<file path="src/rtl/mrr_pkg.sv">
// ----------------------------------------------------------------------------
// mrr_pkg: shared types and constants for the Miller-Rabin round engine
// Operand width, counter width, status codes and the FSM state type.
// ----------------------------------------------------------------------------
package mrr_pkg;

  // operand width of candidate and witness
  localparam int NUM_BITS = 63;
  // counter wide enough to hold NUM_BITS itself
  localparam int CNT_W = $clog2(NUM_BITS + 1);

  // result status codes
  localparam logic [1:0] STATUS_PRIME     = 2'd0;
  localparam logic [1:0] STATUS_COMPOSITE = 2'd1;
  localparam logic [1:0] STATUS_BAD_WIT   = 2'd2;

  typedef enum logic [2:0] {
    ST_IDLE,
    ST_SPLIT,
    ST_POW,
    ST_POW_MUL,
    ST_POW_SQ,
    ST_CHECK,
    ST_SQR,
    ST_DONE
  } mrr_state_t;

  // control into the modular multiplier
  typedef struct packed {
    logic start;
  } mrr_mm_ctl_t;

  // status out of the modular multiplier
  typedef struct packed {
    logic busy;
    logic done;
  } mrr_mm_stat_t;

endpackage

</file>
<file path="src/rtl/mrr_cell.sv">
// ----------------------------------------------------------------------------
// mrr_cell: one bit cell of the multiplier operand chain
// Loads its bit on start, otherwise takes the bit of its upper neighbor.
// ----------------------------------------------------------------------------
module mrr_cell (
  input  logic clk,
  input  logic load,
  input  logic load_bit,
  input  logic shift_in,
  output logic q
);

  logic q_r;

  // load or shift down one place every cycle
  always_ff @(posedge clk) begin
    if (load) begin
      q_r <= load_bit;
    end else begin
      q_r <= shift_in;
    end
  end

  assign q = q_r;

endmodule

</file>
<file path="src/rtl/mrr_modmul.sv">
// ----------------------------------------------------------------------------
// mrr_modmul: serial add-and-double modular multiplier
// Computes a*b mod m, one bit of b per cycle from a chain
// of bit cells that hands the operand down toward bit 0.
// ----------------------------------------------------------------------------
module mrr_modmul import mrr_pkg::*; (
  input  logic                clk,
  input  logic                rst_n,
  input  mrr_mm_ctl_t         ctl,
  input  logic [NUM_BITS-1:0] op_a,
  input  logic [NUM_BITS-1:0] op_b,
  input  logic [NUM_BITS-1:0] modulus,
  output mrr_mm_stat_t        stat,
  output logic [NUM_BITS-1:0] result
);

  logic [NUM_BITS-1:0] acc_r, acc_nxt;
  logic [NUM_BITS-1:0] dbl_r, dbl_nxt;
  logic [NUM_BITS-1:0] m_r;
  logic [CNT_W-1:0]    cnt_r, cnt_nxt;
  logic                run_r, run_nxt;
  logic                done_r, done_nxt;
  logic [NUM_BITS-1:0] chain_q;

  // operand chain: bit 0 is the current multiplier bit
  for (genvar i = 0; i < NUM_BITS; i++) begin : g_cell
    logic shift_in;
    if (i == NUM_BITS - 1) begin : g_top
      assign shift_in = 1'b0;
    end else begin : g_mid
      assign shift_in = chain_q[i+1];
    end
    mrr_cell u_cell (
      .clk      (clk),
      .load     (ctl.start),
      .load_bit (op_b[i]),
      .shift_in (shift_in),
      .q        (chain_q[i])
    );
  end

  // (x + y) mod m for x, y < m
  function automatic logic [NUM_BITS-1:0] add_mod(
    input logic [NUM_BITS-1:0] x,
    input logic [NUM_BITS-1:0] y,
    input logic [NUM_BITS-1:0] m
  );
    logic [NUM_BITS:0] s;
    s = {1'b0, x} + {1'b0, y};
    if (s >= {1'b0, m}) begin
      s = s - {1'b0, m};
    end
    return s[NUM_BITS-1:0];
  endfunction

  // accumulate and double one bit per cycle
  always_comb begin
    acc_nxt  = acc_r;
    dbl_nxt  = dbl_r;
    cnt_nxt  = cnt_r;
    run_nxt  = run_r;
    done_nxt = 1'b0;
    if (ctl.start) begin
      acc_nxt = '0;
      dbl_nxt = op_a;
      cnt_nxt = '0;
      run_nxt = 1'b1;
    end else if (run_r) begin
      if (chain_q[0]) begin
        acc_nxt = add_mod(acc_r, dbl_r, m_r);
      end
      dbl_nxt = add_mod(dbl_r, dbl_r, m_r);
      cnt_nxt = cnt_r + 1'b1;
      if (cnt_r == CNT_W'(NUM_BITS - 1)) begin
        run_nxt  = 1'b0;
        done_nxt = 1'b1;
      end
    end
  end

  // hold payload
  always_ff @(posedge clk) begin
    acc_r <= acc_nxt;
    dbl_r <= dbl_nxt;
    cnt_r <= cnt_nxt;
    if (ctl.start) begin
      m_r <= modulus;
    end
  end

  // control state
  always_ff @(posedge clk) begin
    if (!rst_n) begin
      run_r  <= 1'b0;
      done_r <= 1'b0;
    end else begin
      run_r  <= run_nxt;
      done_r <= done_nxt;
    end
  end

  assign stat.busy = run_r;
  assign stat.done = done_r;
  assign result    = acc_r;

endmodule

</file>
<file path="src/rtl/miller_rabin_primality_round.sv">
// Throughput: one round at a time; the serial add-and-double multiplier sets it.
// Trivial candidates and bad witnesses skip the split and power steps and go straight to the verdict.
// Reset (rst_n low, synchronous) clears the sticky flags, the FSM and out_valid.
// ----------------------------------------------------------------------------
// miller_rabin_primality_round: one Miller-Rabin round per item
// Splits candidate-1, raises the witness to the odd part, squares, and
// collects a sticky verdict that is given on the last round.
// ----------------------------------------------------------------------------
module miller_rabin_primality_round import mrr_pkg::*; (
  input  logic                clk,
  input  logic                rst_n,
  input  logic                in_valid,
  output logic                in_stall,
  input  logic [NUM_BITS-1:0] in_candidate,
  input  logic [NUM_BITS-1:0] in_witness,
  input  logic                in_last_round,
  output logic                out_valid,
  input  logic                out_stall,
  output logic [1:0]          out_status
);

  mrr_state_t          state_r, state_nxt;
  logic [NUM_BITS-1:0] n_r, n_nxt;
  logic [NUM_BITS-1:0] nm1_r, nm1_nxt;
  logic [NUM_BITS-1:0] d_r, d_nxt;
  logic [NUM_BITS-1:0] acc_r, acc_nxt;
  logic [NUM_BITS-1:0] base_r, base_nxt;
  logic [NUM_BITS-1:0] opa_r, opa_nxt;
  logic [NUM_BITS-1:0] opb_r, opb_nxt;
  logic [CNT_W-1:0]    cnt_r, cnt_nxt;
  logic                last_r, last_nxt;
  logic                fail_r, fail_nxt;
  logic                bad_r, bad_nxt;
  logic                comp_seen_r, comp_seen_nxt;
  logic                bad_seen_r, bad_seen_nxt;
  logic                out_valid_r, out_valid_nxt;
  logic [1:0]          out_status_r, out_status_nxt;
  logic                go_r, go_nxt;
  logic                acc_in;
  logic                trivial;
  logic                slot_free;
  logic                comp_all, bad_all;
  logic [CNT_W-1:0]    cnt_dec;
  mrr_mm_ctl_t         mm_ctl;
  mrr_mm_stat_t        mm_stat;
  logic [NUM_BITS-1:0] mm_res;

  assign mm_ctl.start = go_r;

  mrr_modmul u_modmul (
    .clk     (clk),
    .rst_n   (rst_n),
    .ctl     (mm_ctl),
    .op_a    (opa_r),
    .op_b    (opb_r),
    .modulus (n_r),
    .stat    (mm_stat),
    .result  (mm_res)
  );

  assign in_stall   = (state_r != ST_IDLE);
  assign acc_in     = in_valid && !in_stall;
  assign trivial    = (in_candidate < NUM_BITS'(2)) ||
                      ((in_candidate != NUM_BITS'(2)) && !in_candidate[0]);
  assign slot_free  = !out_valid_r || !out_stall;
  assign comp_all   = comp_seen_r || fail_r;
  assign bad_all    = bad_seen_r || bad_r;
  assign cnt_dec    = cnt_r - 1'b1;

  // sequence one round through split, power and squarings
  always_comb begin
    state_nxt      = state_r;
    n_nxt          = n_r;
    nm1_nxt        = nm1_r;
    d_nxt          = d_r;
    acc_nxt        = acc_r;
    base_nxt       = base_r;
    opa_nxt        = opa_r;
    opb_nxt        = opb_r;
    cnt_nxt        = cnt_r;
    last_nxt       = last_r;
    fail_nxt       = fail_r;
    bad_nxt        = bad_r;
    comp_seen_nxt  = comp_seen_r;
    bad_seen_nxt   = bad_seen_r;
    out_valid_nxt  = out_valid_r;
    out_status_nxt = out_status_r;
    go_nxt         = 1'b0;

    // drop the result once taken
    if (out_valid_r && !out_stall) begin
      out_valid_nxt = 1'b0;
    end

    unique case (state_r)
      ST_IDLE: begin
        if (acc_in) begin
          n_nxt    = in_candidate;
          nm1_nxt  = in_candidate - 1'b1;
          d_nxt    = in_candidate - 1'b1;
          base_nxt = in_witness;
          acc_nxt  = NUM_BITS'(1);
          cnt_nxt  = '0;
          last_nxt = in_last_round;
          fail_nxt = 1'b0;
          bad_nxt  = 1'b0;
          if (trivial) begin
            fail_nxt  = 1'b1;
            state_nxt = ST_DONE;
          end else if ((in_witness == '0) || (in_witness >= in_candidate)) begin
            bad_nxt   = 1'b1;
            state_nxt = ST_DONE;
          end else begin
            state_nxt = ST_SPLIT;
          end
        end
      end
      ST_SPLIT: begin
        // strip one factor of two per cycle
        if (!d_r[0]) begin
          d_nxt   = d_r >> 1;
          cnt_nxt = cnt_r + 1'b1;
        end else begin
          state_nxt = ST_POW;
        end
      end
      ST_POW: begin
        if (d_r == '0) begin
          state_nxt = ST_CHECK;
        end else if (d_r[0]) begin
          opa_nxt   = acc_r;
          opb_nxt   = base_r;
          go_nxt    = 1'b1;
          state_nxt = ST_POW_MUL;
        end else begin
          opa_nxt   = base_r;
          opb_nxt   = base_r;
          go_nxt    = 1'b1;
          state_nxt = ST_POW_SQ;
        end
      end
      ST_POW_MUL: begin
        if (mm_stat.done) begin
          acc_nxt   = mm_res;
          opa_nxt   = base_r;
          opb_nxt   = base_r;
          go_nxt    = 1'b1;
          state_nxt = ST_POW_SQ;
        end
      end
      ST_POW_SQ: begin
        if (mm_stat.done) begin
          base_nxt  = mm_res;
          d_nxt     = d_r >> 1;
          state_nxt = ST_POW;
        end
      end
      ST_CHECK: begin
        if ((acc_r == NUM_BITS'(1)) || (acc_r == nm1_r)) begin
          state_nxt = ST_DONE;
        end else if (cnt_r <= CNT_W'(1)) begin
          fail_nxt  = 1'b1;
          state_nxt = ST_DONE;
        end else begin
          opa_nxt   = acc_r;
          opb_nxt   = acc_r;
          go_nxt    = 1'b1;
          state_nxt = ST_SQR;
        end
      end
      ST_SQR: begin
        if (mm_stat.done) begin
          acc_nxt = mm_res;
          cnt_nxt = cnt_dec;
          if (mm_res == nm1_r) begin
            state_nxt = ST_DONE;
          end else if ((mm_res == NUM_BITS'(1)) || (cnt_dec <= CNT_W'(1))) begin
            fail_nxt  = 1'b1;
            state_nxt = ST_DONE;
          end else begin
            opa_nxt = mm_res;
            opb_nxt = mm_res;
            go_nxt  = 1'b1;
          end
        end
      end
      ST_DONE: begin
        // fold the round into the flags, give the verdict on the last round
        if (!last_r) begin
          comp_seen_nxt = comp_all;
          bad_seen_nxt  = bad_all;
          state_nxt     = ST_IDLE;
        end else if (slot_free) begin
          out_valid_nxt = 1'b1;
          if (bad_all) begin
            out_status_nxt = STATUS_BAD_WIT;
          end else if (comp_all) begin
            out_status_nxt = STATUS_COMPOSITE;
          end else begin
            out_status_nxt = STATUS_PRIME;
          end
          comp_seen_nxt = 1'b0;
          bad_seen_nxt  = 1'b0;
          state_nxt     = ST_IDLE;
        end
      end
      default: begin
        state_nxt = ST_IDLE;
      end
    endcase
  end

  // hold payload
  always_ff @(posedge clk) begin
    n_r          <= n_nxt;
    nm1_r        <= nm1_nxt;
    d_r          <= d_nxt;
    acc_r        <= acc_nxt;
    base_r       <= base_nxt;
    opa_r        <= opa_nxt;
    opb_r        <= opb_nxt;
    cnt_r        <= cnt_nxt;
    last_r       <= last_nxt;
    fail_r       <= fail_nxt;
    bad_r        <= bad_nxt;
    out_status_r <= out_status_nxt;
  end

  // control state
  always_ff @(posedge clk) begin
    if (!rst_n) begin
      state_r     <= ST_IDLE;
      comp_seen_r <= 1'b0;
      bad_seen_r  <= 1'b0;
      out_valid_r <= 1'b0;
      go_r        <= 1'b0;
    end else begin
      state_r     <= state_nxt;
      comp_seen_r <= comp_seen_nxt;
      bad_seen_r  <= bad_seen_nxt;
      out_valid_r <= out_valid_nxt;
      go_r        <= go_nxt;
    end
  end

  assign out_valid  = out_valid_r;
  assign out_status = out_status_r;

  // multiplier finishes only while a product is awaited
  a_done_in_mul: assert property (@(posedge clk) disable iff (!rst_n)
    mm_stat.done |-> (state_r == ST_POW_MUL || state_r == ST_POW_SQ ||
                      state_r == ST_SQR))
    else $error("multiplier done outside a product state");

  // no new product is started while one runs
  a_no_overlap: assert property (@(posedge clk) disable iff (!rst_n)
    go_r |-> !mm_stat.busy)
    else $error("multiplier started while busy");

  // split never sees a zero value
  a_split_nonzero: assert property (@(posedge clk) disable iff (!rst_n)
    (state_r == ST_SPLIT) |-> (d_r != '0))
    else $error("split reached zero");

  // a shown result never carries the unused code
  a_status_code: assert property (@(posedge clk) disable iff (!rst_n)
    out_valid_r |-> (out_status_r != 2'd3))
    else $error("invalid status code");

endmodule
</file>
<file path="config.mk">
export PLATFORM = sky130hd
export DESIGN_NAME = miller_rabin_primality_round
export DESIGN_NICKNAME = d
export VERILOG_FILES = /design/src/rtl/mrr_pkg.sv /design/src/rtl/mrr_cell.sv /design/src/rtl/mrr_modmul.sv /design/src/rtl/miller_rabin_primality_round.sv
export SDC_FILE = /design/constraint.sdc
export NUM_CORES = 2
export LEC_CHECK = 0
export BUFFER_PORTS_ARGS = -buffer_cell sky130_fd_sc_hd__buf_2
export CAP_MARGIN = 20
export CORE_ASPECT_RATIO = 0.5
export CORE_MARGIN = 3
export CORE_UTILIZATION = 45
export CTS_CLUSTER_SIZE = 40
export DETAILED_ROUTE_END_ITERATION = 7
export PLACE_DENSITY = 0.74
export SLEW_MARGIN = 40
export SYNTH_ARGS = -nofsm -noshare
export SYNTH_HDL_FRONTEND = slang
export SYNTH_SLANG_ARGS = --single-unit
</file>
<file path="constraint.sdc">
create_clock -name clk -period 10.9 [get_ports clk]
set_input_delay 1.09 -clock clk [delete_from_list [all_inputs] [get_ports clk]]
set_output_delay 1.09 -clock clk [all_outputs]
set_load 0.01 [all_outputs]
</file>
# --- Word level (Yosys, flattened, before mapping) ---
# Index checks and enable logic that the tools add are counted.
classes:
  eq_ne: 30
  reduce_logical: 39
  n_bitwise: 2
  mux: 135
  order_cmp: 6
  add_sub_neg: 8
ops:
  columns: ["operator", "count"]
  rows:
  - ["$mux 63", 19]
  - ["$pmux 63 s4", 2]
  - ["$pmux 63 s2", 2]
  - ["$pmux 63 s3", 1]
  - ["$add 63x63->64", 2]
  - ["$ge 64x63->1", 2]
  - ["$eq 63x1->1 const B", 2]
  - ["$eq 63x63->1", 2]
  - ["$logic_not 63->1", 2]
  - ["$sub 63x63->63", 2]
  - ["$mux 1", 91]
  - ["$ge 63x63->1", 1]
  - ["$lt 63x2->1 const B", 1]
  - ["$ne 63x2->1 const B", 1]
  - ["$sub 63x1->63 const B", 1]
  - ["$mux 3", 13]
  - ["$pmux 3 s8", 1]
  - ["$ne 2x2->1 const B", 10]
  - ["$mux 6", 3]
  - ["$pmux 6 s3", 1]
  - ["$reduce_and 7->1", 2]
  - ["$add 6x1->6 const B", 2]
  - ["$eq 3x3->1 const B", 4]
  - ["$le 6x1->1 const B", 2]
  - ["22 further kinds", 51]
word_totals:
  word_cells: 307
  in_bits: 131
  ff_bits: 719
  output_inout_bits: 4

# --- Longest topological paths before layout ---
depth:
  word_depth: 7
  mapped_depth: 27
  mapped_depth_nobuf: 23

# --- Hierarchy ---
# A second synthesis with hierarchy kept.
hier_totals:
  cells_unflattened: 4388
  hier_area_um2: 45010.7
modules_own_cells:
  columns: ["module", "n_inst", "cells_each", "area_per_inst_um2"]
  rows:
  - ["miller_rabin_primality_round", 1, 1849, 23050.9]
  - ["mrr_modmul", 1, 2413, 19752.7]
  - ["mrr_cell", 63, 2, 35.0]

# --- Worst setup path after synthesis ---
# OpenSTA, ideal clock, no wires.
synth_timing:
  path_type: "register to register"
  from: "reg cnt_r[2]"
  to: "reg go_r"
  path_stages_with_launch: 12
  setup_slack_ns: -0.847
  n_path_buf: 1
  t_required_ns: 10.786
  arrival_ns: 11.633
  setup_time_ns: 0.114
  synth_period_minus_slack_ns: 11.747
  cell_sequence: "edfxtp_1 clkbuf_1 nor3_1 nand2_1 xor2_1 o21ai_0 nor3_1 o31a_1 o22ai_1 a21oi_1 nor3b_1 and3_1"
synth_via:
  elab_chain_len: 7
synth_rtl:
  columns: ["element", "line_no", "text"]
  rows:
  - ["start: declaration", "miller_rabin_primality_round.sv:30", "logic [CNT_W-1:0] cnt_r, cnt_nxt;"]
  - ["start signal: assignment", "miller_rabin_primality_round.sv:222", "cnt_r <= cnt_nxt;"]
  - ["$sub 6x1->6", "miller_rabin_primality_round.sv:68", "assign cnt_dec = cnt_r - 1'b1;"]
  - ["$le 6x1->1", "miller_rabin_primality_round.sv:177", "end else if ((mm_res == NUM_BITS'(1)) || (cnt_dec <= CNT_W'(1))) begin"]
  - ["$logic_or 1x1->1", "miller_rabin_primality_round.sv:177", null]
  - ["$mux 1", "miller_rabin_primality_round.sv:177", null]
  - ["$mux 1", "miller_rabin_primality_round.sv:175", "if (mm_res == nm1_r) begin"]
  - ["$mux 1", "miller_rabin_primality_round.sv:172", "if (mm_stat.done) begin"]
  - ["$pmux 1 s4 *", "miller_rabin_primality_round.sv:95", "unique case (state_r)"]
  - ["end signal: assignment", "miller_rabin_primality_round.sv:242", "go_r <= go_nxt;"]
  - ["end: declaration", "miller_rabin_primality_round.sv:38", "logic go_r, go_nxt;"]
# Mark *: on every way between the ends. The rest lies on a longest branch, timed or not.
# A chain may end at the register's enable or synchronous reset.

# --- Final worst setup path ---
layout_timing:
  from: "reg u_modmul.acc_r[17] (netlist: u_modmul.result[17])"
  to: "reg u_modmul.acc_r[11] (netlist: u_modmul.result[11])"
layout_via:
  elab_chain_len: 3
layout_rtl:
  columns: ["element", "line_no", "text"]
  rows:
  - ["start: declaration", "mrr_modmul.sv:17", "logic [NUM_BITS-1:0] acc_r, acc_nxt;"]
  - ["start signal: assignment", "mrr_modmul.sv:83", "acc_r <= acc_nxt;"]
  - ["$add 63x63->64", "mrr_modmul.sv:49", "s = {1'b0, x} + {1'b0, y};"]
  - ["$ge 64x63->1", "mrr_modmul.sv:50", "if (s >= {1'b0, m}) begin"]
  - ["$mux 63", "mrr_modmul.sv:50", null]
# Every way passes these cells.

==> results.txt <==
The register bit count reported by yosys came out at 719. The final non-filler cell total is 5808. The headroom to the max-slew limit came out at 37.82%.

The net total in the final layout came out at 4828. The maximum clock frequency is 133.2 MHz. The total grt overflow is 0. The remaining antenna violation count is 0. In this run the mean area of a mapped cell was 10.20 um2. The total number of yosys warnings is 0.

At the placement stage, the worst setup path has a slack of 3576 ps. Clock tree synthesis selected as its root buffer the cell sky130_fd_sc_hd__clkbuf_16. Relative to the synthesized area, the layout overhead comes to 10.24%. STA puts the critical path data required time at 11460 ps. Broken down by cell family, the worst path's largest delay share belongs to compound AO/OA/AOI/OAI gates. The number of iterations in the first detailed-routing pass came out at 8.

The total negative slack came out at 0 ps. The arrival time at the worst endpoint is 8070 ps. The hold buffer count at cts is 0.

The horizontal die dimension is 451.4 um. Leaving out fill and tap cells, the most frequent cells in the layout are 578 x sky130_fd_sc_hd__edfxtp_1, 361 x sky130_fd_sc_hd__nand2_1, 319 x sky130_fd_sc_hd__a21oi_1. Across every metal layer, demand over resource in global routing totals 34.22%. Entering global routing, the biggest net connects 84 pins. The worst setup path is launched from a register. The post-layout minimum cycle time came out at 7505 ps.

Across the routed clock network, the largest skew measured is 38.79 ps. The number of max-slew violations in the final report is 0. sky130_fd_sc_hd__edfxtp_1 takes more of the synthesized area than any other cell. The number of cells after detailed placement is 5672. The top cell type by area accounts for 38.88% of the synthesized area. The first-pass GRT wire length is 257.5 mm. Measured along the y axis, the die boundary spans 228.7 um. In this design, the stage delay of the slowest critical-path cell is 770 ps. The initial antenna violation count is 25.

The netlist area before placement came out at 0.04465 mm2. The layout cell share with drive strength beyond 1 is 12.43%. The clock tree buffer depth came out at 3. The starting density of the core is 46.12%. The standard-cell row count came out at 80. The ratio of total power to cell area is 318.6 mW/mm2. The number of vias after detailed routing came out at 38733.

The sequential-to-total area share from yosys stat came out at 45.20%. The count of clock tree sinks came out at 719. The leading register cell type out of synthesis is sky130_fd_sc_hd__edfxtp_1. The final setup violation count came out at 0.

The number of global-route vias before repair was 35770. The critical path in this run is classified as reg -> reg. The worst-case vdd ir drop came out at 0.0001892 V. The violation count after the first detailed-routing iteration is 6697. The fraction of synthesis flops using an asynchronous set or reset pin is 0%. Together, buffers and inverters on the worst path number 1. TritonCTS built the clock tree. The final hold violation count is 0. The routed wire length is 183.1 mm.

Setup repair after global routing left no endpoint under its margin. The post-CTS clock slew at the launch and capture registers of the worst setup and hold paths is 70 ps. The peak fanout along the critical path came out at 51. The post-synth net total is 4773.

In this run the post-CTS setup repair buffer count came out at 0. The number of buffers added on ports is 134. Detailed placement finished with a half-perimeter wire length of 142.2 mm.

The number of vias per cell after detailed routing came out at 6.669. The count of different cell masters after synthesis came out at 101. The library cell used most frequently in the layout, excluding fill and tap cells, is sky130_fd_sc_hd__edfxtp_1. The part of the cycle the worst path needs is 68.85%.

The run finished, with violations left. The H-tree depth is 3. Traced cell by cell, the critical path runs through ha_1, nand2_1, or4_1, a2111o_1, a211oi_1, o21ai_0, nand2_1, xor2_1, ha_1, and2_1, nand3_1, or3_1, o41ai_1, o211a_1, a211o_4, buf_4, mux2i_1, a211oi_1. After detailed routing, the average wire length per cell comes to 31.52 um. Yosys mapped a number of flops with a built-in enable equal to 578. The post-cts sizing count is 0.

After floorplanning, the core was sized to cover 0.09679 mm2. The placer congestion estimate came out at 1.048. For the worst-skew pair, the clock arrives at the later sink with an insertion delay of 680 ps. Sorting the synthesized cells by area gives the leading types as sky130_fd_sc_hd__edfxtp_1 39%, sky130_fd_sc_hd__ha_1 7.3%, sky130_fd_sc_hd__dfxtp_1 6.3%. The full die area is 0.1033 mm2. The number of buffers added by the clock tree synthesis step is 70.

The path class of the tightest hold or removal check is reg -> reg. The cell count after synthesis is 4379. The number of max-cap violations came out at 0.

The measured slew at the worst slew-check pin came out at 932.7 ps. The detailed-route DRC error count is 92. For this design the top-level I/O count stands at 135. For this design the static power due to leakage is 19.71 nW. The smallest setup slack after layout came out at 3395 ps. The worst setup path is captured at a register. The worst-path cell with the longest stage delay is sky130_fd_sc_hd__dfxtp_1. The checks that failed: DRC.
synthesized netlist by cell type (all sizes together), types with 104 or more instances:
library cell    n
clkbuf        174
nor4          104
nand2         363
a21o          131
inv           253
mux2          164
edfxtp        578
dfxtp         141
a21oi         322
xor2          133
nor2          245
ha            260
xnor2         229
o21ai         188
cell families (layout without fill, tap and decap cells):
| logic type | after synthesis | after routing | synth area share, % |
|---|---|---|---|
| adders and majority gates | 263 | 263 | 7.421 |
| muxes | 209 | 209 | 5.145 |
| buffers and inverters | 467 | 578 | 4.036 |
| other | 0 | 6 | 0 |
| and+or+nand+nor | 1211 | 1211 | 13.52 |
| DFF | 719 | 719 | 45.20 |
| xor gates and xnor gates | 362 | 362 | 7.186 |
| AOI/OAI and AO/OA | 1148 | 1148 | 17.50 |
report_power, final:
group          leakage (nW)  internal [W]  switching (W)  total (W)
Clock                  1.16       0.00142        0.00119    0.00262
Sequential             6.57       0.00421       0.000905    0.00512
Combinational          12.0       0.00281        0.00513    0.00795
stage by stage:
step	hold slack, ps	cell area [um2]	utilization, %	power, W
floorplan	400.3	44650	-	0.01008
global placement	402.7	46700	48.24	0.01268
detailed placement	404.5	46760	48.31	0.01271
CTS	392.1	49150	50.78	0.01535
global route	414.9	49210	50.84	0.01636
finish	392.1	49220	50.85	0.01568
worst reg2reg max path, cell delays in order, from the launching register on:
cell and delay, ps:
sky130_fd_sc_hd__dfxtp_1 770, sky130_fd_sc_hd__ha_1 360, sky130_fd_sc_hd__nand2_1 160, sky130_fd_sc_hd__or4_1 570, sky130_fd_sc_hd__a2111o_1 470, sky130_fd_sc_hd__a211oi_1 600, sky130_fd_sc_hd__o21ai_0 320, sky130_fd_sc_hd__nand2_1 170
sky130_fd_sc_hd__xor2_1 250, sky130_fd_sc_hd__ha_1 290, sky130_fd_sc_hd__and2_1 200, sky130_fd_sc_hd__nand3_1 260, sky130_fd_sc_hd__or3_1 450, sky130_fd_sc_hd__o41ai_1 640, sky130_fd_sc_hd__o211a_1 250, sky130_fd_sc_hd__a211o_4 580
sky130_fd_sc_hd__buf_4 610, sky130_fd_sc_hd__mux2i_1 210, sky130_fd_sc_hd__a211oi_1 270
metal layers:
metal | global-route usage, % | part of all wire (%) | vias up
li1 | - | - | 16550
met1 | 50.45 | 42 | 18974
met2 | 45.69 | 39 | 2789
met3 | 12.20 | 15 | 400
met4 | 11.77 | 3.9 | 20
met5 | 0 | 0.075 | -
final cells by class:
class,count,area [um2]
repair buffers,197,1206
multi-input cells,3193,22830
clock inverters,39,469.2
well taps,1312,1642
clock buffers,89,1917
flip-flops and latches,719,20190
inverters,253,950.9
diodes,6,15.01
fillers,8649,47570
registers in the layout, summed over array words and instances, names as in the netlist:
| name | cells |
|---|---|
| acc_r | 63 |
| bad_r | 1 |
| bad_seen_r | 1 |
| base_r | 63 |
| cnt_r | 6 |
| comp_seen_r | 1 |
| d_r | 63 |
| fail_r | 1 |
| go_r | 1 |
| last_r | 1 |
| n_r | 63 |
| nm1_r | 63 |
| opa_r | 63 |
| opb_r | 63 |
| out_status | 2 |
| out_valid | 1 |
| state_r | 3 |
| u_modmul.cnt_r | 6 |
| u_modmul.dbl_r | 63 |
| u_modmul.done_r | 1 |
| u_modmul.g_cell.u_cell.q | 63 |
| u_modmul.m_r | 63 |
| u_modmul.result | 63 |
| u_modmul.run_r | 1 |
path summary, 6_finish.rpt:
path / start / end / slack (ps) / depth (start not counted)
worst max register to register: u_modmul.result[17]$_SDFFE_PP0P_ / u_modmul.result[11]$_SDFFE_PP0P_ / 3390 / 18
worst min-delay path: n_r[38]$_DFFE_PP_ / u_modmul.m_r[38]$_DFFE_PP_ / 390 / 0
worst min register to register: n_r[38]$_DFFE_PP_ / u_modmul.m_r[38]$_DFFE_PP_ / 390 / 0
worst max-delay path: u_modmul.result[17]$_SDFFE_PP0P_ / u_modmul.result[11]$_SDFFE_PP0P_ / 3390 / 18
Note: power is estimated with default switching activity, not from simulation.
